## src/rtl/core/sus_pkg.sv

```systemverilog
// Shared types and codes for the sorted unique key set.
// Used by sus_cell and sorted_unique_key_set_top; depends on nothing.
`default_nettype none

package sus_pkg;

    typedef enum logic [1:0] {
        OP_INSERT = 2'd0,
        OP_DELETE = 2'd1,
        OP_SEARCH = 2'd2,
        OP_LIST   = 2'd3
    } op_t;

    typedef enum logic [2:0] {
        STAT_OK        = 3'd0,
        STAT_DUP       = 3'd1,
        STAT_NOT_FOUND = 3'd2,
        STAT_FULL      = 3'd3,
        STAT_EMPTY     = 3'd4
    } status_t;

    typedef enum logic [1:0] {
        CELL_HOLD   = 2'd0,
        CELL_INSERT = 2'd1,
        CELL_DELETE = 2'd2,
        CELL_ROTATE = 2'd3
    } cell_cmd_t;

    typedef enum logic {
        SEQ_IDLE = 1'b0,
        SEQ_LIST = 1'b1
    } seq_state_t;

    typedef struct packed {
        op_t                operation;
        logic signed [31:0] key;
    } request_t;

    typedef struct packed {
        status_t            status;
        logic signed [31:0] value;
        logic [4:0]         entry_count;
        logic               last;
    } result_t;

    // Broadcast from the controller to every cell.
    typedef struct packed {
        cell_cmd_t          cmd;
        logic signed [31:0] key;
    } cell_ctl_t;

endpackage

`default_nettype wire

```

## src/rtl/core/sus_cell.sv

```systemverilog
// One slot of the sorted key chain: holds a key, compares it with the
// broadcast key and shifts toward either neighbor. Depends on sus_pkg.
`default_nettype none

module sus_cell (
    input  wire logic               clk,
    input  wire logic               occupied,
    input  wire logic               tail,
    input  wire sus_pkg::cell_ctl_t ctl,
    input  wire logic               left_lt,
    input  wire logic signed [31:0] left_key,
    input  wire logic signed [31:0] right_key,
    input  wire logic signed [31:0] wrap_key,
    output logic signed [31:0]      key,
    output logic                    lt,
    output logic                    eq
);

    logic signed [31:0] key_reg;
    logic signed [31:0] key_next;

    assign key = key_reg;
    assign lt  = occupied && (key_reg < ctl.key);
    assign eq  = occupied && (key_reg == ctl.key);

    always_comb
    begin
        key_next = key_reg;
        unique case (ctl.cmd)
            sus_pkg::CELL_HOLD:
            begin
                key_next = key_reg;
            end
            sus_pkg::CELL_INSERT:
            begin
                // first cell not below the key takes it, later cells move up
                if (lt)
                begin
                    key_next = key_reg;
                end
                else if (left_lt)
                begin
                    key_next = ctl.key;
                end
                else
                begin
                    key_next = left_key;
                end
            end
            sus_pkg::CELL_DELETE:
            begin
                key_next = lt ? key_reg : right_key;
            end
            sus_pkg::CELL_ROTATE:
            begin
                key_next = tail ? wrap_key : right_key;
            end
            default:
            begin
                key_next = key_reg;
            end
        endcase
    end

    always_ff @(posedge clk)
    begin
        key_reg <= key_next;
    end

endmodule

`default_nettype wire

```

## src/rtl/core/sorted_unique_key_set_top.sv

```systemverilog
// Sorted unique key set: a chain of DEPTH compare-and-shift cells.
// Insert, delete and search: one result in the cycle after the request; a new
// request can be taken every cycle while not busy. List: one result per stored
// key (or one empty status), paced by rotating the chain one slot per cycle;
// busy holds while keys remain to be sent. Reset (rst_n, async low) empties
// the set; the receiver cannot stall. Depends on sus_pkg and sus_cell.
`default_nettype none

module sorted_unique_key_set_top #(
    parameter int DEPTH = 16
) (
    input  wire logic              clk,
    input  wire logic              rst_n,
    input  wire logic              start,
    output logic                   busy,
    input  wire sus_pkg::request_t request,
    output logic                   strobe,
    output sus_pkg::result_t       result
);

    localparam int CNT_W = $clog2(DEPTH + 1);

    sus_pkg::seq_state_t state_reg;
    sus_pkg::seq_state_t state_next;
    logic [CNT_W-1:0]    count_reg;
    logic [CNT_W-1:0]    count_next;
    logic [CNT_W-1:0]    remain_reg;
    logic [CNT_W-1:0]    remain_next;
    logic                strobe_reg;
    logic                strobe_next;
    sus_pkg::result_t    result_reg;
    sus_pkg::result_t    result_next;

    sus_pkg::cell_ctl_t  ctl;
    logic signed [31:0]  key_vec [DEPTH];
    logic [DEPTH-1:0]    lt_vec;
    logic [DEPTH-1:0]    eq_vec;
    logic                accept;
    logic                hit;
    logic                full;

    assign busy   = (state_reg == sus_pkg::SEQ_LIST);
    assign accept = start && !busy;
    assign hit    = |eq_vec;
    assign full   = (count_reg == CNT_W'(DEPTH));
    assign strobe = strobe_reg;
    assign result = result_reg;

    genvar gi;
    generate
        for (gi = 0; gi < DEPTH; gi++)
        begin : g_cell
            logic               left_lt_w;
            logic signed [31:0] left_key_w;
            logic signed [31:0] right_key_w;

            if (gi == 0)
            begin : g_head
                assign left_lt_w  = 1'b1;
                assign left_key_w = ctl.key;
            end
            else
            begin : g_body
                assign left_lt_w  = lt_vec[gi-1];
                assign left_key_w = key_vec[gi-1];
            end

            if (gi == DEPTH - 1)
            begin : g_end
                assign right_key_w = key_vec[gi];
            end
            else
            begin : g_mid
                assign right_key_w = key_vec[gi+1];
            end

            sus_cell u_cell (
                .clk       (clk),
                .occupied  (count_reg > CNT_W'(gi)),
                .tail      (count_reg == CNT_W'(gi + 1)),
                .ctl       (ctl),
                .left_lt   (left_lt_w),
                .left_key  (left_key_w),
                .right_key (right_key_w),
                .wrap_key  (key_vec[0]),
                .key       (key_vec[gi]),
                .lt        (lt_vec[gi]),
                .eq        (eq_vec[gi])
            );
        end
    endgenerate

    // next state
    always_comb
    begin
        state_next = state_reg;
        unique case (state_reg)
            sus_pkg::SEQ_IDLE:
            begin
                if (accept && (request.operation == sus_pkg::OP_LIST) &&
                    (count_reg > CNT_W'(1)))
                begin
                    state_next = sus_pkg::SEQ_LIST;
                end
            end
            sus_pkg::SEQ_LIST:
            begin
                if (remain_reg == CNT_W'(1))
                begin
                    state_next = sus_pkg::SEQ_IDLE;
                end
            end
            default:
            begin
                state_next = sus_pkg::SEQ_IDLE;
            end
        endcase
    end

    // cell commands, result and counters
    always_comb
    begin
        ctl.cmd                 = sus_pkg::CELL_HOLD;
        ctl.key                 = request.key;
        count_next              = count_reg;
        remain_next             = remain_reg;
        strobe_next             = 1'b0;
        result_next.status      = sus_pkg::STAT_OK;
        result_next.value       = request.key;
        result_next.entry_count = 5'(count_reg);
        result_next.last        = 1'b1;

        unique case (state_reg)
            sus_pkg::SEQ_IDLE:
            begin
                if (accept)
                begin
                    strobe_next = 1'b1;
                    unique case (request.operation)
                        sus_pkg::OP_INSERT:
                        begin
                            if (hit)
                            begin
                                result_next.status = sus_pkg::STAT_DUP;
                            end
                            else if (full)
                            begin
                                result_next.status = sus_pkg::STAT_FULL;
                            end
                            else
                            begin
                                ctl.cmd                 = sus_pkg::CELL_INSERT;
                                count_next              = count_reg + CNT_W'(1);
                                result_next.entry_count = 5'(count_next);
                            end
                        end
                        sus_pkg::OP_DELETE:
                        begin
                            if (hit)
                            begin
                                ctl.cmd                 = sus_pkg::CELL_DELETE;
                                count_next              = count_reg - CNT_W'(1);
                                result_next.entry_count = 5'(count_next);
                            end
                            else
                            begin
                                result_next.status = sus_pkg::STAT_NOT_FOUND;
                            end
                        end
                        sus_pkg::OP_SEARCH:
                        begin
                            result_next.status = hit ? sus_pkg::STAT_OK
                                                     : sus_pkg::STAT_NOT_FOUND;
                        end
                        sus_pkg::OP_LIST:
                        begin
                            if (count_reg == '0)
                            begin
                                result_next.status = sus_pkg::STAT_EMPTY;
                                result_next.value  = '0;
                            end
                            else
                            begin
                                // head cell leaves, chain rotates left one slot
                                ctl.cmd           = sus_pkg::CELL_ROTATE;
                                result_next.value = key_vec[0];
                                result_next.last  = (count_reg == CNT_W'(1));
                                remain_next       = count_reg - CNT_W'(1);
                            end
                        end
                        default:
                        begin
                            result_next.status = sus_pkg::STAT_OK;
                        end
                    endcase
                end
            end
            sus_pkg::SEQ_LIST:
            begin
                ctl.cmd           = sus_pkg::CELL_ROTATE;
                strobe_next       = 1'b1;
                result_next.value = key_vec[0];
                result_next.last  = (remain_reg == CNT_W'(1));
                remain_next       = remain_reg - CNT_W'(1);
            end
            default:
            begin
                strobe_next = 1'b0;
            end
        endcase
    end

    always_ff @(posedge clk or negedge rst_n)
    begin
        if (!rst_n)
        begin
            state_reg  <= sus_pkg::SEQ_IDLE;
            count_reg  <= '0;
            remain_reg <= '0;
            strobe_reg <= 1'b0;
        end
        else
        begin
            state_reg  <= state_next;
            count_reg  <= count_next;
            remain_reg <= remain_next;
            strobe_reg <= strobe_next;
        end
    end

    always_ff @(posedge clk)
    begin
        result_reg <= result_next;
    end

endmodule

`default_nettype wire

```

## config.mk

```make
export PLATFORM = sky130hd
export DESIGN_NAME = sorted_unique_key_set_top
export DESIGN_NICKNAME = d
export VERILOG_FILES = /design/src/rtl/core/sus_pkg.sv /design/src/rtl/core/sus_cell.sv /design/src/rtl/core/sorted_unique_key_set_top.sv
export SDC_FILE = /design/constraint.sdc
export NUM_CORES = 2
export LEC_CHECK = 0
export ABC_CLOCK_PERIOD_IN_PS = 11800
export BUFFER_PORTS_ARGS = -buffer_cell sky130_fd_sc_hd__buf_2
export CORE_UTILIZATION = 47
export CTS_BUF_LIST = sky130_fd_sc_hd__clkbuf_16
export DETAILED_ROUTE_END_ITERATION = 10
export PLACE_DENSITY = 0.66
export SLEW_MARGIN = 20
export SYNTH_ARGS = -nofsm -noshare
export SYNTH_HDL_FRONTEND = slang
export SYNTH_HIERARCHICAL = 1
export SYNTH_SLANG_ARGS = --single-unit
```

## constraint.sdc

```tcl
create_clock -name clk -period 11.8 [get_ports clk]
set_clock_uncertainty 0.1 [all_clocks]
set_input_delay 2.36 -clock clk [delete_from_list [all_inputs] [get_ports clk]]
set_output_delay 2.36 -clock clk [all_outputs]
set_load 0.02 [all_outputs]
```

; Word level (Yosys, flattened, before mapping)
; Index checks and enable logic that the tools add are counted.
[op_classes]
add_sub_neg = 3
bitwise = 4
n_div = 0
n_lt_le_gt_ge = 32
shift = 0
reduce_logical = 61
muxes = 111
n_mul = 0
n_eq_ne = 75
[ops]
columns = op, n
row1 = $mux W32, 64
row2 = $pmux W32 S3, 15
row3 = $eq A32 B32 Y1, 16
row4 = $lt A32 B32 Y1, 16
row5 = $pmux W32 S2, 2
row6 = $ne A2 B2 Y1 const B, 35
row7 = $reduce_and A3 Y1, 16
row8 = $eq A5 B4 Y1 const B, 8
row9 = $gt A5 B4 Y1 const B, 8
row10 = $mux W38, 1
row11 = $logic_and A1 B1 Y1, 35
row12 = $mux W5, 7
row13 = $eq A5 B3 Y1 const B, 4
row14 = $gt A5 B3 Y1 const B, 4
row15 = $pmux W5 S2, 2
row16 = $reduce_or A16 Y1, 1
row17 = $mux W2, 7
row18 = $eq A5 B1 Y1 const B, 2
row19 = $eq A5 B2 Y1 const B, 2
row20 = $gt A5 B1 Y1 const B, 2
row21 = $gt A5 B2 Y1 const B, 2
row22 = $sub A5 B1 Y5 const B, 2
row23 = $pmux W3 S3, 1
row24 = $eq A2 B2 Y1 const B, 4
row25 = other kinds (16), 30
[word_totals]
latchBits = 0
input_bits = 37
romBits = 0
out_inout_bits = 43
register_bits = 565
ramBits = 0
wordCells = 310
n_memories = 0

; Longest topological paths before layout
[logic_depth]
word_depth = 11
ltp_mapped = 18
depth_no_buf = 15

; Hierarchy
; Netlist, hierarchy kept.
[by_module_without_submodules]
columns = module, seq_area_each_um2, n_inst, cells_each, area_each_um2
row1 = sus_cell at g_cell[0].u_cell ..., 960.9, 14, 303, 2872.8
row2 = sus_cell at g_cell[8].u_cell ..., 960.9, 2, 301, 2860.2
row3 = sorted_unique_key_set_top, 1121.1, 1, 271, 2516.2

; Least setup slack after synthesis
; OpenSTA, ideal clock, no wires.
[synth_timing]
path_type = input -> register
from = input port request[31] in the netlist's numbering
to = register g_cell[0].u_cell.key_reg[0] (enable)
t_arrival_ns = 7.158
cell_stages = 15
slack_ns = 4.101
required_time_ns = 11.259
setup_ns = 0.441
path_buffers = 2
path_cell_list = inv_1 -> ha_1 -> nand4_2 -> nor4_2 -> and4_1 -> and4_2 -> nor4_1 -> nand4_1 -> buf_2 -> clkbuf_1 -> o21ai_0 -> a31o_2 -> nor2_1 -> o211a_1 -> nor4_2
[synth_lines]
columns = item, line_no
row1 = from (decl), sorted_unique_key_set_top.sv:16  ; input wire sus_pkg::request_t request,
row2 = to (signal assigned), sus_cell.sv:67  ; key_reg <= key_next;
row3 = to (decl), sus_cell.sv:19  ; logic signed [31:0] key_reg;

==> results.yml <==
pwr:
  seq_power_share_pct: 32.7
  pwr-share-comb_pct: 54.7
  netSwitchingFraction_pct: 47.3
  powerDensity_nw_per_um2: 316
  max-vdd-ir-drop_mv: 0.224
  switchingPower_mw: 7.85
  power.leakage_nw: 24.4
  p_clk_share_pct: 12.6
  internal-power_mw: 8.74
cts:
  cts_sinks: 565
  worstSkewPairLatency_ns: 0.63
  cts_tree: "done"
  cts_root_buffer: "clkbuf_16"
  cts_buffer_depth: 3
  cts-buffers-inserted: 70
  htreeDepth: 3
  hold_buffers: 0
  cts_resized: 0
  clk_pin_slew_ns: 0.06
  cts_setup_buffers: 0
setup_path:
  cpPeakStageDelay_ns: 0.82
  endpoint_kind: "register"
  path_cells: "buf_2, inv_1, ha_1, nand4_1, nor4_4, and4_2, nor4_1, nand4_1, o21ai_0, a31o_2, buf_4, nor2_1, o211a_1, nor4_4, buf_4"
  worstSetupPathType: "in2reg"
  critPathSlowestCell: "nand4_1"
  critPathRequiredTime_ns: 11.95
  crit_arrival_ns: 8.37
  crit_path_max_fanout: 39
  critPathLaunchType: "primary input"
global_route:
  grt_remaining_overflow: 0
  grt_max_degree: 250
  grt_pass1_wl_um: 222000
  antenna_found_initial: 14
  grt_use_total_pct: 26.8
  grt_pass1_vias: 38390
finish:
  syn_to_final_growth_pct: 8.24
  layout.nets: 5611
  largest_register_ffs: 512
  nFillCells: 9394
  final_layout_size_suffix_gt1_share_pct: 7.86
floorplanning:
  core_area_um2: 102000
  die_h_um: 323
  io_pins: 80
  start_util_pct: 47.5
  die_area_um2: 104000
  placementRows: 117
  die_w_um: 323
routing:
  drc: 0
  first_iter_violations: 3506
  detail-route-antenna-nets: 0
  drt-total-wl_um: 142000
  firstDrtPassIters: 6
  routed_via_density: 6.17
  wl_per_cell_um: 21.9
  vias: 39938
status:
  status: "complete, no violations"
timing:
  finalSetupViolations: 0
  tightest_slew_ns: 1.13
  min_period_ns: 8.22
  relSlewSlack_pct: 23.7
  final_hold_viol_count: 0
  setup_tns_ns: 0
  max_freq_mhz: 122
  rsz0062_at_grt: "no"
  slew_viol_final: 0
  worst_slack_ns: 3.58
  period_share_pct: 69.7
run:
  drv_cap: 0
placed_design:
  dp_hpwl_um: 101000
  pre_cts_slack_ns: 2.33
  place_congestion: 0.876
  io_buffers: 79
synthesis:
  ys_warn_count: 6
  syn-cell-area_um2: 48400
  synth_cells: 5112
  syn_nets: 5674
  synth.avg_cell_area_um2: 9.48
min_path:
  hold_class: "reg2reg"
[per-layer routing]
layer	wire length [um]	up-vias	part of all wire (%)	global-route usage, %
met5	80	-	0.056	0
met4	2920	12	2.1	6.82
met3	9130	198	6.4	3.47
met2	63400	1166	45	41.9
met1	66100	19581	47	38.9
li1	-	18981	-	-
[critical path, delay by kind of cell]
kind,cells,cell delay (ns)
AO/OA/AOI/OAI,3,1.41
adder cells (fa/ha/maj),1,0.34
buffers and inverters,4,1.67
AND/OR/NAND/NOR,7,2.55
[stage by stage]
stage	utilization (%)	std cells	total power [mW]	hold slack [ns]	instance area [um^2]
floorplan	-	5112	11.6	0.388	48400
global route	51.4	6468	17.8	0.463	52400
global placement	49.2	6340	14.0	0.413	50200
finish	51.4	6473	16.6	0.441	52400
detailed placement	49.2	6341	14.3	0.416	50200
CTS	51.3	6464	16.5	0.436	52300
[worst paths after layout]
| kind | from | endpoint | slack [ns] | depth (start not counted) |
|---|---|---|---|---|
| max in group asynchronous | rst_n | remain_reg[1] | 9.78 | 1 |
| max reg2reg | count_reg[0] | g_cell[14].u_cell/key[8] | 5.03 | 15 |
| min in group asynchronous | rst_n | busy | 1.54 | 1 |
| min | remain_reg[3] | remain_reg[3] | 0.44 | 1 |
| min reg2reg | remain_reg[3] | remain_reg[3] | 0.44 | 1 |
| max | request[22] | g_cell[14].u_cell/key[8] | 3.58 | 15 |
[final cells by class]
type / count / area, um^2 / area share [%]
antenna: 5 / 12.5 / 0.0239
clock buffer: 76 / 1900 / 3.63
clock inverter: 47 / 229 / 0.437
inverter: 525 / 1970 / 3.76
multi-input combinational: 3731 / 29100 / 55.5
sequential: 565 / 16500 / 31.5
tap: 1368 / 1710 / 3.26
timing repair buffer: 156 / 1020 / 1.95
[cells in the final DEF (no fill, tap or decap), types with 15 or more instances in the layout]
master	count
nand2_1	143
ha_1	525
nor2_1	102
and4_1	19
inv_1	542
or3_1	15
a21boi_1	15
edfxtp_1	512
and4_2	16
mux2i_1	516
o21ai_0	76
nand3b_1	33
clkbuf_16	76
dfxtp_1	41
nor2b_1	532
o211ai_1	18
o211a_1	16
buf_4	70
nor4_1	18
nand4_2	16
nand4_1	69
a211oi_1	530
a21o_1	18
a22o_1	35
nor3_1	66
nand3_1	45
buf_2	79
a21oi_1	716
nor4_4	30
[power by group through the flow]
| stage | sequential, mW | clock, mW | combinational (mW) |
|---|---|---|---|
| floorplan | 5.02 | 0 | 6.56 |
| global placement | 5.45 | 0 | 8.59 |
| detailed placement | 5.46 | 0 | 8.86 |
| CTS | 5.44 | 2.13 | 8.91 |
| global route | 5.57 | 2.19 | 10.0 |
| finish | 5.43 | 2.09 | 9.07 |
(Power assumes the default switching activity.)
